**src/hdl/tbdc_pkg.sv**
```systemverilog
// ----------------------------------------------------------------------------
// tbdc_pkg
// shared types and constants for the two-beam direction counter
// ----------------------------------------------------------------------------
package tbdc_pkg;

	localparam int COUNT_WIDTH = 16;
	localparam int TIMER_WIDTH = 16;
	localparam int CFG_WIDTH   = 16;
	localparam int OCC_WIDTH   = 16;

	// configuration register indexes
	typedef enum logic [0:0] {
		REG_WINDOW_TICKS  = 1'b0,
		REG_LOCKOUT_TICKS = 1'b1
	} tbdc_reg_t;

	localparam logic [CFG_WIDTH-1:0] WINDOW_RESET  = 16'd5000;
	localparam logic [CFG_WIDTH-1:0] LOCKOUT_RESET = 16'd320;

	typedef enum logic [1:0] {
		EV_NONE    = 2'd0,
		EV_ENTRY   = 2'd1,
		EV_EXIT    = 2'd2,
		EV_TIMEOUT = 2'd3
	} tbdc_event_t;

	typedef struct packed {
		logic outer_beam;
		logic inner_beam;
	} tbdc_in_t;

	typedef struct packed {
		logic signed [OCC_WIDTH-1:0] occupancy;
		logic                        occupied;
		tbdc_event_t                 event_code;
	} tbdc_out_t;

	typedef struct packed {
		logic [CFG_WIDTH-1:0] window_ticks;
		logic [CFG_WIDTH-1:0] lockout_ticks;
	} tbdc_cfg_t;

endpackage

```
**src/hdl/tbdc_core.sv**
```systemverilog
// ----------------------------------------------------------------------------
// tbdc_core
// phase, window/lockout timer and saturating people count, one step per word
// ----------------------------------------------------------------------------
module tbdc_core (
	input  logic              clk,
	input  logic              arst_n,
	input  logic              step,
	input  tbdc_pkg::tbdc_cfg_t cfg,
	input  tbdc_pkg::tbdc_in_t  sample,
	output tbdc_pkg::tbdc_out_t result
);
	import tbdc_pkg::*;

	typedef enum logic [3:0] {
		PH_IDLE       = 4'b0001,
		PH_WAIT_INNER = 4'b0010,
		PH_WAIT_OUTER = 4'b0100,
		PH_LOCKOUT    = 4'b1000
	} tbdc_phase_t;

	localparam logic [TIMER_WIDTH-1:0] TIMER_MAX = '1;
	localparam logic signed [COUNT_WIDTH-1:0] CNT_MAX = {1'b0, {(COUNT_WIDTH-1){1'b1}}};
	localparam logic signed [COUNT_WIDTH-1:0] CNT_MIN = {1'b1, {(COUNT_WIDTH-1){1'b0}}};

	tbdc_phase_t                    phase_q, phase_d;
	logic [TIMER_WIDTH-1:0]         timer_q, timer_d;
	logic signed [COUNT_WIDTH-1:0]  count_q, count_d;
	tbdc_event_t                    ev;

	logic                   outer_blk, inner_blk, first_blk, second_blk;
	logic [TIMER_WIDTH-1:0] window_lim, lockout_lim;
	logic [31:0]            window_ext, lockout_ext;

	assign outer_blk = !sample.outer_beam;
	assign inner_blk = !sample.inner_beam;

	// window and lockout clamp to what the timer can hold
	assign window_ext  = 32'(cfg.window_ticks);
	assign lockout_ext = 32'(cfg.lockout_ticks);
	assign window_lim  = (window_ext > 32'(TIMER_MAX)) ? TIMER_MAX : TIMER_WIDTH'(window_ext);
	assign lockout_lim = (lockout_ext > 32'(TIMER_MAX)) ? TIMER_MAX : TIMER_WIDTH'(lockout_ext);

	// the beam that opened the wait restarts it; the other one completes it
	assign first_blk  = (phase_q == PH_WAIT_INNER) ? outer_blk : inner_blk;
	assign second_blk = (phase_q == PH_WAIT_INNER) ? inner_blk : outer_blk;

	always_comb begin
		phase_d = phase_q;
		timer_d = timer_q;
		count_d = count_q;
		ev      = EV_NONE;
		unique case (phase_q)
			PH_IDLE: begin
				if (outer_blk) begin
					phase_d = PH_WAIT_INNER;
					timer_d = '0;
				end else if (inner_blk) begin
					phase_d = PH_WAIT_OUTER;
					timer_d = '0;
				end
			end
			PH_WAIT_INNER, PH_WAIT_OUTER: begin
				if (first_blk) begin
					timer_d = '0;
				end else if (second_blk) begin
					if (phase_q == PH_WAIT_INNER) begin
						ev = EV_ENTRY;
						if (count_q != CNT_MAX) count_d = count_q + 1'b1;
					end else begin
						ev = EV_EXIT;
						if (count_q != CNT_MIN) count_d = count_q - 1'b1;
					end
					if (lockout_lim == '0) begin
						phase_d = PH_IDLE;
						timer_d = '0;
					end else begin
						phase_d = PH_LOCKOUT;
						timer_d = lockout_lim;
					end
				end else if (timer_q >= window_lim) begin
					ev      = EV_TIMEOUT;
					phase_d = PH_IDLE;
					timer_d = '0;
				end else begin
					timer_d = timer_q + 1'b1;
				end
			end
			PH_LOCKOUT: begin
				if (timer_q > 1) begin
					timer_d = timer_q - 1'b1;
				end else begin
					timer_d = '0;
					phase_d = PH_IDLE;
				end
			end
			default: begin
				phase_d = PH_IDLE;
				timer_d = '0;
			end
		endcase
	end

	always_ff @(posedge clk or negedge arst_n) begin
		if (!arst_n) begin
			phase_q <= PH_IDLE;
			timer_q <= '0;
			count_q <= '0;
		end else if (step) begin
			phase_q <= phase_d;
			timer_q <= timer_d;
			count_q <= count_d;
		end
	end

	assign result.occupancy  = OCC_WIDTH'(count_d);
	assign result.occupied   = !count_d[COUNT_WIDTH-1] && (count_d != '0);
	assign result.event_code = ev;

endmodule

```
**src/hdl/two_beam_direction_counter_top.sv**
```systemverilog
// ----------------------------------------------------------------------------
// two_beam_direction_counter_top
// doorway people counter from two active-low beam sensors
// ----------------------------------------------------------------------------
// usage:
//   in channel  (in_valid/in_ready/in_word): one sensor sample per timer tick,
//   outer_beam and inner_beam, 0 meaning the beam is blocked.
//   out channel (out_valid/out_ready/out_word): exactly one word per sample
//   with the updated occupancy, the occupied flag and an event code.
//   cfg port (cfg_we/cfg_index/cfg_data): window_ticks at index 0,
//   lockout_ticks at index 1, written while no sample is in flight.
// output: each result word is registered and shown the cycle after its sample.
// throughput: one sample per cycle unless the receiver stalls; the whole state
//   update is a single pass of logic in front of the output register.
// stall: in_ready stays high while the output register is empty or is being
//   emptied this cycle; a stalled receiver holds out_word and backs up input.
// reset: occupancy zero, idle phase, window 5000 and lockout 320 ticks,
//   output register empty.
// ----------------------------------------------------------------------------
module two_beam_direction_counter_top (
	input  logic                  clk,
	input  logic                  arst_n,
	input  logic                  in_valid,
	output logic                  in_ready,
	input  tbdc_pkg::tbdc_in_t    in_word,
	output logic                  out_valid,
	input  logic                  out_ready,
	output tbdc_pkg::tbdc_out_t   out_word,
	input  logic                  cfg_we,
	input  tbdc_pkg::tbdc_reg_t   cfg_index,
	input  logic [tbdc_pkg::CFG_WIDTH-1:0] cfg_data
);
	import tbdc_pkg::*;

	tbdc_cfg_t cfg_q;
	tbdc_out_t result;
	tbdc_out_t out_word_s1;
	logic      out_valid_s1;
	logic      accept;

	assign in_ready = !out_valid_s1 || out_ready;
	assign accept   = in_valid && in_ready;

	always_ff @(posedge clk or negedge arst_n) begin
		if (!arst_n) begin
			cfg_q.window_ticks  <= WINDOW_RESET;
			cfg_q.lockout_ticks <= LOCKOUT_RESET;
		end else if (cfg_we) begin
			unique case (cfg_index)
				REG_WINDOW_TICKS:  cfg_q.window_ticks  <= cfg_data;
				REG_LOCKOUT_TICKS: cfg_q.lockout_ticks <= cfg_data;
				default: ;
			endcase
		end
	end

	tbdc_core u_core (
		.clk    (clk),
		.arst_n (arst_n),
		.step   (accept),
		.cfg    (cfg_q),
		.sample (in_word),
		.result (result)
	);

	always_ff @(posedge clk or negedge arst_n) begin
		if (!arst_n) begin
			out_valid_s1 <= 1'b0;
		end else if (in_ready) begin
			out_valid_s1 <= in_valid;
		end
	end

	always_ff @(posedge clk) begin
		if (accept) begin
			out_word_s1 <= result;
		end
	end

	assign out_valid = out_valid_s1;
	assign out_word  = out_word_s1;

endmodule

```
**config.mk**
```make
export PLATFORM = sky130hd
export DESIGN_NAME = two_beam_direction_counter_top
export DESIGN_NICKNAME = d
export VERILOG_FILES = /design/src/hdl/tbdc_pkg.sv /design/src/hdl/tbdc_core.sv /design/src/hdl/two_beam_direction_counter_top.sv
export SDC_FILE = /design/constraint.sdc
export NUM_CORES = 1
export LEC_CHECK = 0
export BUFFER_PORTS_ARGS = -buffer_cell sky130_fd_sc_hd__buf_2
export CAP_MARGIN = 20
export CELL_PAD_IN_SITES_DETAIL_PLACEMENT = 1
export CELL_PAD_IN_SITES_GLOBAL_PLACEMENT = 2
export CORE_AREA = 2 2 152 154
export DETAILED_ROUTE_END_ITERATION = 8
export DIE_AREA = 0 0 154 156
export PLACE_DENSITY_LB_ADDON = 0.08
export SYNTH_ARGS = -nofsm -noshare
export SYNTH_HDL_FRONTEND = slang
export SYNTH_SLANG_ARGS = --single-unit
```
**constraint.sdc**
```tcl
create_clock -name clk -period 3.5 [get_ports clk]
set_input_delay 0.175 -clock clk [delete_from_list [all_inputs] [get_ports clk]]
set_output_delay 0.175 -clock clk [all_outputs]
set_load 0.01 [all_outputs]
```
Word level (Yosys, flattened, before mapping) --
Index checks and enable logic that the tools add are counted.
Storage, ports and cells: bits in registers 88, bits of input ports 24
Operators by class: reductions and logical operators 15, muxes and demuxes 29, $add $sub $neg 4, order comparisons 4, equality and inequality tests 10, bitwise operators 2
Operators by type and width (number):
- 16-bit 2-to-1 mux | 15
- 16-bit case mux with 3 select lines | 1
- 16-bit by 1-bit adder with 16-bit output, second input constant | 2
- 16-bit > comparator, second input constant | 2
- 16-bit inequality test, second input constant | 2
- 16-bit by 1-bit subtractor with 16-bit output, second input constant | 2
- 4-bit 2-to-1 mux | 7
- 16-bit greater-or-equal comparator | 1
- 16-bit by 1-bit > comparator with 1-bit output, second input constant | 1
- 16-bit zero test | 1
- 16-bit nonzero test | 1
- 4-bit case mux with 3 select lines | 1
- 2-bit 2-to-1 mux | 3
- 2-bit AND reduction | 3
- 5-bit AND reduction | 1
- 4-bit by 1-bit equality test with 1-bit output, second input constant | 1
- 4-bit by 2-bit equality test with 1-bit output, second input constant | 1
- 4-bit by 3-bit equality test with 1-bit output, second input constant | 1
- 4-bit equality test, second input constant | 1
- 1-bit zero test | 4
- 2-bit inequality test, second input constant | 2
- 2-bit OR reduction | 2
- 3-bit by 1-bit inequality test with 1-bit output, second input constant | 1
- 3-bit inequality test, second input constant | 1
- other kinds (4) | 7

Logic depth before layout (Yosys ltp) --
word-level depth 8, mapped depth 12

By module --
From an unflattened synthesis, not the netlist that was laid out.
Unflattened totals: cell total of the unflattened synthesis 584, area, all modules 5617.9 µm²
By module, submodules not included:
- tbdc_core | area each 3742.3 µm², times used 1, cells each 492
- two_beam_direction_counter_top | area each 1875.5 µm², times used 1, cells each 92

Least setup slack after synthesis --
No wires, ideal clock.
path type reg-to-reg, from register u_core.phase_q[3], to register out_word_s1, in the netlist out_word[2] (data pin), cell stages (with the launch flop) 12, path slack 0.559 ns, arrival time 2.665 ns, setup time 0.276 ns, cells stage by stage dfrtp_1 buf_4 or4b_4 buf_6 clkbuf_1 nor3_1 a21oi_1 nor3_1 xor2_1 or3_1 nor4_1 a41oi_1
RTL lines:
- start, declared | line tbdc_core.sv:26 | tbdc_phase_t phase_q, phase_d;
- start signal, assigned | line tbdc_core.sv:110 | phase_q <= phase_d;
- end signal, assigned | line two_beam_direction_counter_top.sv:76 | out_word_s1 <= result;
- end, declared | line two_beam_direction_counter_top.sv:37 | tbdc_out_t out_word_s1;

==> reports/qor.csv <==
metric,value,unit
grt_usage,16.3,%
hold_slack,-0.00789,ns
async_reset_ff_share,78.4,%
syn_area_per_cell,9.03,um2
syn_nets,659,
ys_types,65,
firstDrtPassIters,4,
utilization,28.5,%
synth_top_area_cell,dfrtp_1,
grt.met1_usage,20.4,%
cp_slowest_cell,or4b_4,
drc,0,
drtAntennaViolNets,0,
period_needed,3.25,ns
synth_edf_count,19,
register_area,2310,um2
fmax,308,MHz
synth_area,5540,um2
drt_wl_total,18800,um
grt_max_degree,70,
portBuffers,44,
busiest_layer,met2,
yosys-top-cells-area,"dfrtp_1 28%, edfxtp_1 10%, nand2_1 5.5%, ha_1 5.0%, o21ai_0 4.1%",
synthCells,613,
die_y,156,um
violations,hold timing,
ys_ff_latch,88,
cp.arrival,3.32,ns
place_congestion,0.834,
critPathTopFamily,simple AND/OR/NAND/NOR gates,
final.period_utilization,92.7,%
maxCapViolations,0,
final_nets,695,
cts_max_level,3,
worst-path-max-fanout,15,
yosysWarnings,0,
globalRouteOverflowTotal,0,
grt_pass1_vias,4962,
crit_type,register to register,
synthFlopType,dfrtp_1,
worst_pin_slew,0.991,ns
slew_viol_final,0,
clock-sinks,88,
clock-root-buffer,clkbuf_16,
num-fill-cells,2584,
power.leakage,2.72,nW
use_met2,29.4,%
antenna_found_initial,0,
critPathMaxStageDelay,0.65,ns
startpoint_type,register,
power,4.16,mW
routedWlPerCell,20.0,um
cp.required,3.58,ns
cts_resized,0,
seq_area_frac_synth,41.7,%
end_kind,register,
clk_latency,0.35,ns
netlist.area_leader.share,27.6,%
crit_buf_inv,0,
cts_setup_buffers,0,
clock_path_buffers,2,
status,"complete, but fails checks",
met3_usage,2.36,%
drive_above_1_share,17.9,%
clock_skew,0.00649,ns
dieArea,24000,um2
critical_path.cell_chain,or4b_4 > nor3_1 > a21oi_1 > nor3_1 > xor2_1 > or3_1 > nor4_1 > a41oi_1,
first_iter_violations,173,
grt_pass1_wl,30100,um
hold_class,input pin to async pin,
r2r-start,u_core.phase_q[1],
initial_core_util,24.8,%
routed_via_density,5.01,
clkTransAtPathRegs,0.07,ns
powerDensity,653,nW/um2
num_antenna_cells,0,
setup-tns-final,0,ns
cp-startpoint,u_core.phase_q[1],
finalHoldViolCount,7,
area_delta_synth_final,15.0,%
place_area,6100,um2
ir_drop,0.243,mV
setup_violations,0,
slew-limit-headroom,34.0,%
design_area,6370,um2
cp_common_cell,nor3_1,
hold_buffers,0,
rsz0062_at_grt,no,
hpwl,13800,um
coreArea,22400,um2
ios,45,
rows,55,
die_x,154,um
numCtsBuffers,9,
vias,4704,
multi_input_area,2940,um2
cts_tree,done,
-- layout make-up --
cell class	count	share of cell area, %
timing repair buffer	62	5.62
clock inverter	7	0.727
multi-input combinational	453	46.2
clock buffer	9	3.54
sequential	88	36.2
inverter	35	2.06
tap	285	5.60
-- cells in the final DEF (no fill, tap or decap), types with 18 or more instances in the layout --
cell | synthesis | layout
nand2_1 | 81 | 81
dfrtp_1 | 61 | 61
o21ai_0 | 45 | 44
buf_2 | 5 | 43
nor2_1 | 39 | 39
inv_1 | 34 | 34
a21oi_1 | 23 | 23
xnor2_1 | 22 | 22
ha_1 | 22 | 22
buf_4 | 1 | 19
edfxtp_1 | 19 | 19
mux2_2 | 18 | 18
-- flip-flops by register name (all words and copies together) (netlist names) --
register        cells
out_valid           1
u_core.count_q     16
out_word           19
cfg_q              32
u_core.phase_q      4
u_core.timer_q     16
-- logic make-up after synthesis --
family                     count (synthesis)  synth area share, %
AOI/OAI and AO/OA                        142                 16.1
xor gates and xnor gates                  37                 5.85
adders and majority gates                 22                 4.97
buffers and inverters                     72                 5.33
DFF                                       88                 41.7
muxes                                     19                 3.84
and+or+nand+nor                          233                 22.2
-- through the flow --
stage	worst slack, ns	std cells
final	0.254	939
after global placement	0.307	923
after floorplan	0.559	613
after CTS	0.224	939
after detailed placement	0.250	923
after global routing	0.105	939
-- synthesized netlist by cell type, types with 3 or more instances --
cell	number
and2_1	3
o31ai_1	5
nor2b_1	5
or2_2	3
clkbuf_1	28
nor4bb_1	4
xor2_1	15
inv_1	34
nor4_1	14
dfstp_2	8
a21oi_1	23
edfxtp_1	19
nor2_1	39
mux2_2	18
nand2_1	81
nand2b_1	5
dfrtp_1	61
nand4_1	8
o21a_1	5
a22oi_1	6
o21ai_0	45
nand3_1	15
xnor2_1	22
or4_1	8
o211ai_1	5
a221oi_1	3
ha_1	22
nor3_1	15
and3_1	12
o21ba_2	3
o22ai_1	11
or3_1	5
a21o_1	7
a31oi_1	11
buf_2	5
-- power breakdown --
group | internal, mW | switching [mW] | total, mW
registers | 1.30 | 0.295 | 1.59
clock network | 0.482 | 0.463 | 0.944
logic | 0.624 | 0.998 | 1.62
-- worst paths after layout --
path	endpoint	slack, ns	cells after the start
max	out_word[2]	0.25	8
min	out_valid	-0.008	1
max reg2reg	out_word[2]	0.25	8
min reg2reg	cfg_q[19]	0.52	2
max in group asynchronous	cfg_q[29]	2.89	1
min in group clk	out_valid	0.02	2
-- layer usage --
metal,routed length (um),part of all wire (%)
met1,8390,45
met2,9680,52
met3,436,2.3
met4,285,1.5
met5,0,0
No activity file was read; power rests on OpenSTA's default activity.
